[src/rtl/core/css_pkg.sv]
// ----------------------------------------------------------------------------
// css_pkg
// Types, codes and helpers shared by the substring search controller,
// datapath and top level.
// ----------------------------------------------------------------------------
package css_pkg;

    // item kinds carried on the input tuser bit
    localparam logic KIND_NEEDLE = 1'b0;
    localparam logic KIND_TEXT   = 1'b1;

    localparam logic [7:0]  CHAR_UPPER_A = 8'h41;
    localparam logic [7:0]  CHAR_UPPER_Z = 8'h5A;
    localparam logic [7:0]  CASE_OFFSET  = 8'h20;
    localparam logic [15:0] POS_MAX      = 16'hFFFF;

    localparam int RESULT_BITS = 18;
    localparam int TDATA_BITS  = 24;

    typedef enum logic {
        ST_CLOSED,
        ST_LOADING
    } t_state;

    // controller to datapath
    typedef struct packed {
        logic clr_needle;
        logic wr_needle;
        logic text_step;
        logic out_load;
    } t_cmd;

    // datapath to controller
    typedef struct packed {
        logic emit;
    } t_status;

    function automatic logic [7:0] fold_byte(logic [7:0] c, logic en);
        logic [7:0] r;
        r = c;
        if (en && c >= CHAR_UPPER_A && c <= CHAR_UPPER_Z) begin
            r = c + CASE_OFFSET;
        end
        return r;
    endfunction

endpackage

[src/rtl/core/caseless_substring_search_top.sv]
// ----------------------------------------------------------------------------
// caseless_substring_search_top
// First-occurrence needle search over a byte stream, optional ASCII case fold.
// ----------------------------------------------------------------------------
// The needle store and the chain of per-position match cells update in the
// cycle a byte is accepted, so bytes may arrive back to back. The single result
// of a text sits in an output register; input stalls only while that register
// is full and the output side is not ready. Load the needle with tuser low
// (tlast on its final byte), then stream text with tuser high (tlast on its
// final byte). One result per text: found with the start index at the first
// match, or not found at the text end.
// ----------------------------------------------------------------------------
module caseless_substring_search_top #(
    parameter int NEEDLE_MAX      = 32,
    parameter int TEXT_INDEX_BITS = 16
) (
    input  logic        i_clk,
    input  logic        i_rst_n,
    input  logic        i_cfg_valid,
    output logic        o_cfg_ready,
    input  logic        i_cfg_data,   // case_fold
    input  logic        i_s_tvalid,
    output logic        o_s_tready,
    input  logic [7:0]  i_s_tdata,    // data_byte
    input  logic        i_s_tuser,    // kind
    input  logic        i_s_tlast,    // last_byte
    output logic        o_m_tvalid,
    input  logic        i_m_tready,
    output logic [23:0] o_m_tdata     // found, match_position[15:0], needle_too_long, zero pad
);

    css_pkg::t_cmd                   cmd;
    css_pkg::t_status                status;
    logic [css_pkg::RESULT_BITS-1:0] result;
    logic                            s_accept;

    assign o_cfg_ready = 1'b1;
    assign s_accept    = i_s_tvalid && o_s_tready;
    assign o_m_tdata   = {(css_pkg::TDATA_BITS - css_pkg::RESULT_BITS)'(0), result};

    css_ctrl u_ctrl (
        .i_clk      (i_clk),
        .i_rst_n    (i_rst_n),
        .i_s_tvalid (i_s_tvalid),
        .i_s_tuser  (i_s_tuser),
        .i_s_tlast  (i_s_tlast),
        .o_s_tready (o_s_tready),
        .o_m_tvalid (o_m_tvalid),
        .i_m_tready (i_m_tready),
        .i_status   (status),
        .o_cmd      (cmd)
    );

    css_datapath #(
        .NEEDLE_MAX      (NEEDLE_MAX),
        .TEXT_INDEX_BITS (TEXT_INDEX_BITS)
    ) u_datapath (
        .i_clk       (i_clk),
        .i_rst_n     (i_rst_n),
        .i_cfg_write (i_cfg_valid && o_cfg_ready),
        .i_cfg_fold  (i_cfg_data),
        .i_byte      (i_s_tdata),
        .i_last      (i_s_tlast),
        .i_cmd       (cmd),
        .o_status    (status),
        .o_result    (result)
    );

    a_no_accept_when_full: assert property (@(posedge i_clk) disable iff (!i_rst_n)
        (o_m_tvalid && !i_m_tready) |-> !o_s_tready)
        else $error("input accepted while result register full");

    a_needle_no_result: assert property (@(posedge i_clk) disable iff (!i_rst_n)
        (s_accept && i_s_tuser == css_pkg::KIND_NEEDLE && !(o_m_tvalid && !i_m_tready))
        |=> !o_m_tvalid)
        else $error("needle byte produced a result");

    a_reset_idle: assert property (@(posedge i_clk)
        !i_rst_n |=> !o_m_tvalid)
        else $error("result valid after reset");

endmodule

[src/rtl/core/css_ctrl.sv]
// ----------------------------------------------------------------------------
// css_ctrl
// Needle load state machine, input/output handshake and datapath commands.
// ----------------------------------------------------------------------------
module css_ctrl (
    input  logic              i_clk,
    input  logic              i_rst_n,
    input  logic              i_s_tvalid,
    input  logic              i_s_tuser,
    input  logic              i_s_tlast,
    output logic              o_s_tready,
    output logic              o_m_tvalid,
    input  logic              i_m_tready,
    input  css_pkg::t_status  i_status,
    output css_pkg::t_cmd     o_cmd
);

    css_pkg::t_state r_state;
    css_pkg::t_state n_state;
    logic            r_out_valid;
    logic            n_out_valid;
    logic            s_accept;

    assign s_accept   = i_s_tvalid && o_s_tready;
    assign o_m_tvalid = r_out_valid;

    // next state
    always_comb begin
        n_state = r_state;
        if (s_accept) begin
            if (i_s_tuser == css_pkg::KIND_TEXT) begin
                n_state = css_pkg::ST_CLOSED;
            end else if (i_s_tlast) begin
                n_state = css_pkg::ST_CLOSED;
            end else begin
                n_state = css_pkg::ST_LOADING;
            end
        end
    end

    // outputs
    always_comb begin
        o_s_tready       = !r_out_valid || i_m_tready;
        o_cmd.wr_needle  = s_accept && (i_s_tuser == css_pkg::KIND_NEEDLE);
        o_cmd.text_step  = s_accept && (i_s_tuser == css_pkg::KIND_TEXT);
        o_cmd.out_load   = o_cmd.text_step && i_status.emit;
        case (r_state)
            css_pkg::ST_CLOSED:  o_cmd.clr_needle = o_cmd.wr_needle;
            css_pkg::ST_LOADING: o_cmd.clr_needle = 1'b0;
            default:             o_cmd.clr_needle = 1'b0;
        endcase
        if (o_cmd.out_load) begin
            n_out_valid = 1'b1;
        end else if (i_m_tready) begin
            n_out_valid = 1'b0;
        end else begin
            n_out_valid = r_out_valid;
        end
    end

    always_ff @(posedge i_clk) begin
        if (!i_rst_n) begin
            r_state     <= css_pkg::ST_CLOSED;
            r_out_valid <= 1'b0;
        end else begin
            r_state     <= n_state;
            r_out_valid <= n_out_valid;
        end
    end

endmodule

[src/rtl/core/css_datapath.sv]
// ----------------------------------------------------------------------------
// css_datapath
// Needle store, per-position match cells, text index and result register.
// ----------------------------------------------------------------------------
module css_datapath #(
    parameter int NEEDLE_MAX      = 32,
    parameter int TEXT_INDEX_BITS = 16
) (
    input  logic                            i_clk,
    input  logic                            i_rst_n,
    input  logic                            i_cfg_write,
    input  logic                            i_cfg_fold,
    input  logic [7:0]                      i_byte,
    input  logic                            i_last,
    input  css_pkg::t_cmd                   i_cmd,
    output css_pkg::t_status                o_status,
    output logic [css_pkg::RESULT_BITS-1:0] o_result
);

    localparam int LEN_W = $clog2(NEEDLE_MAX + 1);
    localparam int WW    = (TEXT_INDEX_BITS > 16) ? TEXT_INDEX_BITS : 16;

    logic [7:0]                 r_store [NEEDLE_MAX];
    logic [LEN_W-1:0]           r_len;
    logic [NEEDLE_MAX-1:0]      r_flags;
    logic [NEEDLE_MAX-1:0]      n_flags;
    logic [TEXT_INDEX_BITS-1:0] r_idx;
    logic                       r_reported;
    logic                       r_overflow;
    logic                       r_case_fold;
    logic                       r_found;
    logic [15:0]                r_pos;
    logic                       r_ntl;

    logic [LEN_W-1:0]           eff_len;
    logic [7:0]                 text_c;
    logic                       cell_hit;
    logic                       hit;
    logic                       idx_sat;
    logic [WW-1:0]              diff;
    logic [15:0]                n_pos;

    assign eff_len = i_cmd.clr_needle ? '0 : r_len;
    assign text_c  = css_pkg::fold_byte(i_byte, r_case_fold);
    assign idx_sat = (r_idx == '1);

    // match cells: one per needle position
    for (genvar k = 0; k < NEEDLE_MAX; k++) begin : g_cell
        logic prev;
        if (k == 0) begin : g_first
            assign prev = 1'b1;
        end else begin : g_rest
            assign prev = r_flags[k-1];
        end
        assign n_flags[k] = (LEN_W'(k) < r_len) && prev &&
                            (css_pkg::fold_byte(r_store[k], r_case_fold) == text_c);

        always_ff @(posedge i_clk) begin
            if (i_cmd.wr_needle && eff_len == LEN_W'(k)) begin
                r_store[k] <= i_byte;
            end
        end
    end

    always_comb begin
        cell_hit = 1'b0;
        for (int k = 0; k < NEEDLE_MAX; k++) begin
            if (r_len == LEN_W'(k + 1) && n_flags[k]) begin
                cell_hit = 1'b1;
            end
        end
        hit = (r_len == '0) ? (r_idx == '0) : cell_hit;
    end

    assign o_status.emit = !r_reported && (hit || i_last);

    always_comb begin
        diff = WW'(r_idx) - WW'(r_len) + WW'(1);
        if (idx_sat) begin
            n_pos = css_pkg::POS_MAX;
        end else if (r_len == '0) begin
            n_pos = '0;
        end else if (diff > WW'(css_pkg::POS_MAX)) begin
            n_pos = css_pkg::POS_MAX;
        end else begin
            n_pos = diff[15:0];
        end
    end

    always_ff @(posedge i_clk) begin
        if (!i_rst_n) begin
            r_len       <= '0;
            r_flags     <= '0;
            r_idx       <= '0;
            r_reported  <= 1'b0;
            r_overflow  <= 1'b0;
            r_case_fold <= 1'b1;
        end else begin
            if (i_cfg_write) begin
                r_case_fold <= i_cfg_fold;
            end
            if (i_cmd.wr_needle) begin
                if (i_cmd.clr_needle) begin
                    r_flags    <= '0;
                    r_idx      <= '0;
                    r_reported <= 1'b0;
                end
                if (eff_len < LEN_W'(NEEDLE_MAX)) begin
                    r_len      <= eff_len + LEN_W'(1);
                    r_overflow <= i_cmd.clr_needle ? 1'b0 : r_overflow;
                end else begin
                    r_len      <= eff_len;
                    r_overflow <= 1'b1;
                end
            end
            if (i_cmd.text_step) begin
                if (i_last) begin
                    r_flags    <= '0;
                    r_idx      <= '0;
                    r_reported <= 1'b0;
                end else begin
                    r_flags <= n_flags;
                    if (!idx_sat) begin
                        r_idx <= r_idx + TEXT_INDEX_BITS'(1);
                    end
                    if (hit) begin
                        r_reported <= 1'b1;
                    end
                end
            end
        end
    end

    // result register
    always_ff @(posedge i_clk) begin
        if (i_cmd.out_load) begin
            r_found <= hit;
            r_pos   <= hit ? n_pos : '0;
            r_ntl   <= r_overflow;
        end
    end

    assign o_result = {r_ntl, r_pos, r_found};

endmodule
[config.mk]
export PLATFORM = sky130hd
export DESIGN_NAME = caseless_substring_search_top
export DESIGN_NICKNAME = d
export VERILOG_FILES = /design/src/rtl/core/css_pkg.sv /design/src/rtl/core/caseless_substring_search_top.sv /design/src/rtl/core/css_ctrl.sv /design/src/rtl/core/css_datapath.sv
export SDC_FILE = /design/constraint.sdc
export NUM_CORES = 1
export LEC_CHECK = 0
export BUFFER_PORTS_ARGS = -buffer_cell sky130_fd_sc_hd__clkbuf_2
export CAP_MARGIN = 25
export CORE_MARGIN = 2
export CORE_UTILIZATION = 35
export CTS_CLUSTER_DIAMETER = 200
export DETAILED_ROUTE_END_ITERATION = 10
export SLEW_MARGIN = 10
export SYNTH_ARGS = -nofsm -noshare
export SYNTH_HDL_FRONTEND = slang
export SYNTH_HIERARCHICAL = 1
export SYNTH_SLANG_ARGS = --single-unit
[constraint.sdc]
create_clock -name i_clk -period 5.9 [get_ports i_clk]
set_input_delay 0.59 -clock i_clk [delete_from_list [all_inputs] [get_ports i_clk]]
set_output_delay 0.59 -clock i_clk [all_outputs]
set_load 0.01 [all_outputs]
==> results of run 1 <==
## report_power, final
part | switching, mW | internal [mW]
Combinational | 0.282 | 0.129
Sequential | 0.0116 | 2.55
Clock | 0.951 | 1.44
## state kept, by name, summed over array words and instances (netlist names)
| signal | count |
|---|---|
| u_datapath/r_found | 1 |
| u_datapath/r_reported | 1 |
| u_ctrl/o_m_tvalid | 1 |
| u_datapath/r_flags | 31 |
| u_datapath/r_idx | 16 |
| u_datapath/r_len | 6 |
| u_datapath/r_pos | 16 |
| u_ctrl/r_state | 1 |
| u_datapath/r_overflow | 1 |
| u_datapath/r_ntl | 1 |
| u_datapath/r_case_fold | 1 |
| u_datapath/r_store | 256 |
## worst paths after layout
path | startpoint | to | slack, ns | depth (start not counted)
min | i_cfg_data | u_datapath/r_case_fold$_SDFFE_PN1P_ | 0.27 | 3
min reg2reg | u_datapath/r_flags[22]$_SDFFE_PN0P_ | u_datapath/r_flags[22]$_SDFFE_PN0P_ | 0.45 | 2
max | i_s_tdata[6] | u_datapath/r_pos[5]$_SDFFCE_PN0P_ | 1.32 | 15
max reg2reg | u_datapath/r_len[4]$_SDFFE_PN0P_ | u_datapath/r_pos[5]$_SDFFCE_PN0P_ | 1.51 | 13
## placed cells by master, fill, tap and decap left out, types with 9 or more instances in the layout
cell type	synthesis	layout
buf_2	19	9
o31ai_1	21	21
inv_1	87	87
a21o_1	16	16
nor2_1	152	152
nand2_1	115	115
ha_1	73	73
edfxtp_1	274	274
clkbuf_16	0	39
clkbuf_2	0	31
nand4_1	47	47
mux2i_1	9	9
or2_2	9	9
o21ai_0	44	44
dfxtp_1	58	57
o2111ai_1	13	13
buf_4	14	39
xor2_1	60	60
a31oi_1	22	22
or4_1	35	35
nor3_1	78	77
o41ai_1	15	15
xnor2_1	192	192
a21oi_1	119	118
nor3_2	9	10
o21bai_1	13	12
nand3_1	67	67
nor4_1	25	25
o21a_1	11	11
a41oi_1	12	11
or3_1	25	25
## per-layer routing
layer | wire, um | global-route usage (%) | part of all wire [%]
met2 | 24500 | 30.6 | 45
met4 | 1860 | 7.01 | 3.4
met5 | 0 | 0 | 0
met3 | 3920 | 2.68 | 7.2
met1 | 24300 | 26.0 | 44
## cell usage after synthesis, drive strengths merged, types with 5 or more instances
cell type / number
o211ai: 5
mux2i: 9
o221ai: 6
buf: 50
a41oi: 12
a21o: 16
nand2: 116
o2111ai: 13
a2bb2oi: 5
nand3b: 5
o31ai: 22
nor3b: 6
ha: 73
o22ai: 6
nand4: 47
inv: 88
a21oi: 120
nor4: 25
nor2b: 5
nor2: 153
or4: 37
and3: 5
xnor2: 192
nand3: 67
dfxtp: 58
nor4b: 5
o21ai: 47
or3: 25
nand2b: 9
edfxtp: 274
o21bai: 13
a31oi: 22
nor3: 87
and2: 6
o21a: 11
clkbuf: 42
o41ai: 16
xor2: 60
or2: 9
o2bb2ai: 6
## cells by family after synthesis
kind of cell | after synthesis | share of synthesized area [%]
xor+xnor | 252 | 11.5
flops | 332 | 49.0
mux | 13 | 0.706
fa+ha+maj | 74 | 4.87
simple gates | 615 | 16.5
other cells | 2 | 0.0392
buf+inv | 181 | 4.20
compound gates | 370 | 13.1
## layout make-up
class,count,share of cell area (%)
inverter,89,1.56
timing repair buffer,80,2.36
multi-input combinational,1331,42.2
clock inverter,20,1.05
tap,696,4.08
sequential,332,44.0
clock buffer,48,4.77
## worst register-to-register path, delay by kind of cell, from the launching register on
kind / cells / cell delay [ns]
simple gates: 8 / 1.67
flops: 1 / 0.73
compound gates: 3 / 0.84
buf+inv: 2 / 0.83
==> results by group, run 1 <==
Status
  – Outcome: completed

Power
  – Power Total: 5.36 mW
  – Leakage: 7.13 nW
  – Peak VDD IR: between 200 and 250 uV
  – Pwr dens: 251 nW/um^2

Clock network
  – Hold Buf Count CTS: 0
  – Clock transition at the registers of the reported paths: 0.06 ns
  – CTS Buffer Depth: 3
  – Clk_lat worst skew: 0.56 ns
  – Setup Fix Bufs, Post-CTS: 0
  – CTS root buf: clkbuf_16
  – H-Tree Depth: 2
  – CTS tree: yes
  – CTS sink count: 332
  – CTS buffer count: 38
  – Post-cts repair resize count: 0

Timing
  – Minimum clock period: 4.58 ns
  – Crit path setup slack, layout: between 1 and 1.5 ns
  – Final setup fails: 0
  – Max Fclk: between 0.2 and 0.25 GHz
  – Slew margin rel.: 27.8%
  – Fin. max-slew vios: 0
  – Hold_ws: between 0.2 and 0.3 ns
  – Clk_skew: 0.0244 ns
  – Worst slew pin tran: 1.08 ns
  – Fin crit share: between 70 and 80%
  – Setup TNS Final: 0 ns
  – Unrepaired setup endpoints after global routing: no
  – Final hold vios: 0

Route
  – Wire per inst: 21.0 um
  – Antenna Nets Post-Route: 0
  – DRT iter0 DRCs: 1416
  – Via density: around 5.7
  – DRC viols: 0
  – Drt first pass iters: 6
  – Vias post-DR: 14.9k
  – Final WL: 54.6 mm

Setup path
  – CP Buf/Inv Count: 3
  – Crit start category: primary input
  – Crit-path slowest cell: o31ai_4
  – Highest net fanout along the worst path: 18
  – CP arrival: 4.86 ns
  – Worst-path cell chain: clkbuf_2, ha_1, or3_1, o31ai_4, buf_4, xnor2_1, nand2_1, o22ai_1, or4_1, or4_4, nor2_8, o31ai_1, nand2_1, nor2_1, buf_4
  – Worst Path Required: between 6 and 7 ns
  – Crit. End Element: flip-flop
  – Crit Path Class: in -> reg
  – CP max stage delay: between 0.8 and 0.9 ns
  – Cell family with most CP delay: simple AND/OR/NAND/NOR gates

Global routing
  – Tot GR Track Use: between 10% and 20%
  – Pin count of the biggest net entering global routing: between 40 and 50
  – Vias in the first global route: 14.4k
  – First-pass GRT wire length: about 83 mm
  – Initial antenna violation count: 0
  – GR Overflow Total: 0

Logic synthesis
  – Warnings from Yosys: 6
  – Yosys top cell by area: edfxtp_1
  – Synth Cell Area: 19200 um^2
  – Yosys top cell area share: a little over two fifths
  – Async S/R FF share, synth: 0%
  – EDFF count, synth: 274
  – Mean Syn Cell Area: 10.4 um^2
  – Most used DFF post-synth: edfxtp_1
  – Synthesized instance count: 1839
  – Number of synthesized register bits: 332
  – Sequential area share after synthesis: 49.0%
  – Synth cell types: 87
  – Largest cells by area after synthesis: edfxtp_1 43%, xnor2_1 8.8%, dfxtp_1 6.1%, ha_1 4.8%, a21oi_1 3.1%

Cells and area
  – Share of cells above drive strength 1: 9.53%
  – Post-layout net count: 1962
  – Ant. Diodes: 0
  – Layout area overhead: 11.6%
  – Fin area: roughly 21000 um^2
  – Final Core Density: 39.6%
  – Final std cells w/o fill: between 2k and 3k
  – Register area: 9390 um^2
  – Multi-input gate area: 9020 um^2
  – Fill count: slightly above 5k

Floorplan
  – Initial Utilization: 35.5%
  – Die Span X: 238 um
  – # IOs: 43
  – Std-Cell Rows: 85
  – Core Area: between 50000 and 60000 um^2
  – Die area: 56600 um^2
  – Die height: 238 um

Placed design
  – Placed cell count: between 2k and 3k
  – Dpl cell area: 20100 um^2
  – Routability Congestion: 0.898
  – HPWL Detailed: 37.6 mm
  – Pre-CTS WS: 0.730 ns
  – PortBufs: 35

Worst hold path
  – HP Class: in -> reg

Job
  – Max-cap violations: 0
Note: power is estimated with default switching activity, not from simulation.
==> run 2: changes to the inputs <==
--- a/config.mk
+++ b/config.mk
@@ -5,6 +5,7 @@
 export SDC_FILE = /design/constraint.sdc
 export NUM_CORES = 1
 export LEC_CHECK = 0
+export ABC_AREA = 1
 export BUFFER_PORTS_ARGS = -buffer_cell sky130_fd_sc_hd__clkbuf_2
 export CAP_MARGIN = 25
 export CORE_MARGIN = 2
==> constraint.sdc (replaced) <==
create_clock -name i_clk -period 4.8 [get_ports i_clk]
set_input_delay 0.48 -clock i_clk [delete_from_list [all_inputs] [get_ports i_clk]]
set_output_delay 0.48 -clock i_clk [all_outputs]
set_load 0.01 [all_outputs]
==> run 2 against run 1 <==
Sequential cell count is the same. Die area grew 5.3%. Register-to-register slack lost 0.64 ns. Via count grew 19%. Critical path type is now reg -> reg. Critical endpoint is now u_datapath/r_pos[12]$_SDFFCE_PN0P_.
==> results by group, run 2 <==
Logic synthesis
  – Most used DFF post-synth: edfxtp_1
  – Synth Cell Area: 20200 um^2
  – Top cells by count, synth: 687 x nand2_1, 368 x nor2_1, 293 x inv_1
  – Largest cells by area after synthesis: edfxtp_1 41%, nand2_1 13%, nor2_1 6.8%, dfxtp_1 5.8%, inv_1 5.4%
  – Yosys top cell by area: edfxtp_1
  – EDFF count, synth: 274
  – Synth cell types: 50
  – Async S/R FF share, synth: 0%
  – Synthesized instance count: 2554
  – Warnings from Yosys: 6
  – Sequential area share after synthesis: 46.5%
  – Top-count cell post-synth: nand2_1
  – Yosys top cell area share: 40.8%
  – Mean Syn Cell Area: between 7 and 8 um^2
  – Number of synthesized register bits: 332

Floorplan
  – Std-Cell Rows: 88
  – Die height: 244 um
  – Die area: 59600 um^2
  – Die Span X: 244 um
  – # IOs: 43
  – Core Area: approximately 57000 um^2
  – Initial Utilization: 35.2%

Cells and area
  – Most frequent cells in the layout: 687 x nand2_1, 366 x nor2_1, 293 x inv_1, 274 x edfxtp_1, 162 x nand3_1
  – Final std cells w/o fill: 3385
  – Share of cells above drive strength 1: between 7 and 8%
  – Layout area overhead: 11.7%
  – Post-layout net count: 2679
  – Ant. Diodes: 0
  – Top flop regs: u_datapath/r_store x256, u_datapath/r_flags x31
  – Max reg flops: 256
  – Largest register by flop count: u_datapath/r_store
  – Fill count: about 5.7k
  – Commonest non-fill, non-tap cell in the layout: nand2_1
  – Multi-input gate area: just over 9000 um^2
  – Register area: approximately 9400 um^2

Placed design
  – Placed cell count: 3312
  – HPWL Detailed: 43.2 mm
  – Routability Congestion: 0.899
  – PortBufs: 35

Setup path
  – Crit path capture: u_datapath/r_pos[12]$_SDFFCE_PN0P_
  – Worst Path Required: 5.09 ns
  – Worst r2r src: u_datapath/r_len[4]$_SDFFE_PN0P_
  – Crit start category: flip-flop
  – CP startpoint: u_datapath/r_len[4]$_SDFFE_PN0P_
  – Crit Path Class: reg -> reg
  – Highest net fanout along the worst path: 18
  – R2R depth: 16
  – RR Endpoint: u_datapath/r_pos[12]$_SDFFCE_PN0P_
  – R2R setup slack: 0.87 ns
  – CP arrival: between 4 and 5 ns
  – Crit. End Element: flip-flop

Timing
  – Fin. max-slew vios: 0
  – Setup TNS Final: 0 ns
  – Worst slew pin tran: 0.941 ns
  – Minimum clock period: 3.93 ns
  – Slew margin rel.: between 30% and 40%
  – Max Fclk: 0.255 GHz
  – Unrepaired setup endpoints after global routing: no
  – Clk_skew: about 0.031 ns
  – Final setup fails: 0
  – Final hold vios: 0
  – Fin crit share: 81.8%

Power
  – Power Total: 6.78 mW
  – Switching power: 1.66 mW
  – Switching part of the total power: 24.5%
  – Internal power: 5.12 mW
  – Leakage: 9.42 nW
  – Pwr dens: approximately 300 nW/um^2
  – Sequential share of power: 46.6%
  – Combinational power share: 7.8%
  – Clock power share: 45.6%
  – Peak VDD IR: 228 uV

Clock network
  – H-Tree Depth: 2
  – CTS buffer count: 40
  – Post-cts repair resize count: 0
  – Setup Fix Bufs, Post-CTS: 0
  – CTS sink count: 332
  – CTS tree: yes
  – Hold Buf Count CTS: 0
  – Clk_lat worst skew: 0.58 ns
  – CTS Buffer Depth: 3
  – CTS root buf: clkbuf_16
  – Clock transition at the registers of the reported paths: 0.06 ns

Route
  – Drt first pass iters: 6
  – DRT iter0 DRCs: 1690
  – Final WL: around 62 mm
  – Via density: 5.21
  – Antenna Nets Post-Route: 0
  – Wire per inst: roughly 18 um
  – DRC viols: 0
  – Vias post-DR: 17.6k

Global routing
  – Initial antenna violation count: 0
  – Tot GR Track Use: 20.7%
  – Vias in the first global route: 17.2k
  – First-pass GRT wire length: between 90 and 100 mm
  – Pin count of the biggest net entering global routing: 67
  – GR Overflow Total: 0

Status
  – Outcome: completed

Job
  – Max-cap violations: 0

Worst hold path
  – HP Class: in -> reg
run 2: worst max-delay path: stages (launching register included):
cell and delay [ns]:
dfxtp_1 0.41, inv_2 0.26, nand2_2 0.40, nor2_1 0.72
nand2_1 0.22, nand4_1 0.17, nor2_1 0.08, nand4_1 0.07
nand2_1 0.12, nor2_1 0.12, nand2_1 0.07, nor2_2 0.19
nand2_1 0.18, a21oi_4 0.16, a21oi_1 0.10, nor3b_2 0.16
buf_4 0.20
run 2: worst min path at each step:
stage / to / cells past startpoint / start
after detailed placement: u_datapath/r_ntl$_DFFE_PP_ / 0 / u_datapath/r_overflow$_SDFFE_PN0P_
after global placement: u_datapath/r_ntl$_DFFE_PP_ / 0 / u_datapath/r_overflow$_SDFFE_PN0P_
after global routing: u_datapath/r_case_fold$_SDFFE_PN1P_ / 2 / i_cfg_valid
final: u_datapath/r_case_fold$_SDFFE_PN1P_ / 2 / i_cfg_valid
after CTS: u_datapath/r_case_fold$_SDFFE_PN1P_ / 2 / i_cfg_valid
after floorplan: u_datapath/r_ntl$_DFFE_PP_ / 0 / u_datapath/r_overflow$_SDFFE_PN0P_
run 2: stage by stage:
| stage | instance area [um^2] | worst slack [ns] | hold WS [ns] | utilization [%] |
|---|---|---|---|---|
| floorplan | 20200 | 2.02 | 0.409 | - |
| global placement | 21200 | 0.905 | 0.450 | 37.0 |
| finish | 22500 | 0.872 | 0.118 | 39.3 |
| global route | 22500 | 0.835 | 0.125 | 39.3 |
| detailed placement | 21200 | 0.803 | 0.449 | 37.0 |
| CTS | 22500 | 1.05 | 0.0938 | 39.3 |
run 2: layer usage:
layer / routed length, um / GRT usage, % / up-vias
met4: 2020 / 7.86 / 0
met2: 28300 / 34.5 / 672
met1: 27300 / 26.8 / 8339
li1: - / - / 8487
met5: 0 / 0 / -
met3: 4760 / 3.87 / 135
run 2: area by class of cell:
cell class	instances	share of cell area, %
Sequential cell	332	41.7
Multi-Input combinational cell	1842	40.9
Inverter	302	5.03
Clock buffer	48	4.84
Tap cell	765	4.25
Timing Repair Buffer	71	2.22
Clock inverter	25	1.13
run 2: power by group through the flow:
stage / sequential (mW) / clock, mW / combinational, mW
after floorplan: 3.21 / 0 / 0.320
after global placement: 3.22 / 0 / 0.515
after detailed placement: 3.22 / 0 / 0.523
after CTS: 3.16 / 3.16 / 0.525
after global routing: 3.16 / 3.27 / 0.575
final: 3.16 / 3.09 / 0.531
run 2: logic make-up (layout without fill, tap and decap cells):
kind of cell	after synthesis	in the layout	share of synthesized area, %
simple gates	1419	1419	29.9
buf+inv	385	446	7.98
flops	332	332	46.5
compound gates	252	252	7.07
xor+xnor	90	90	3.91
fa+ha+maj	74	74	4.62
other cells	2	7	0.0372
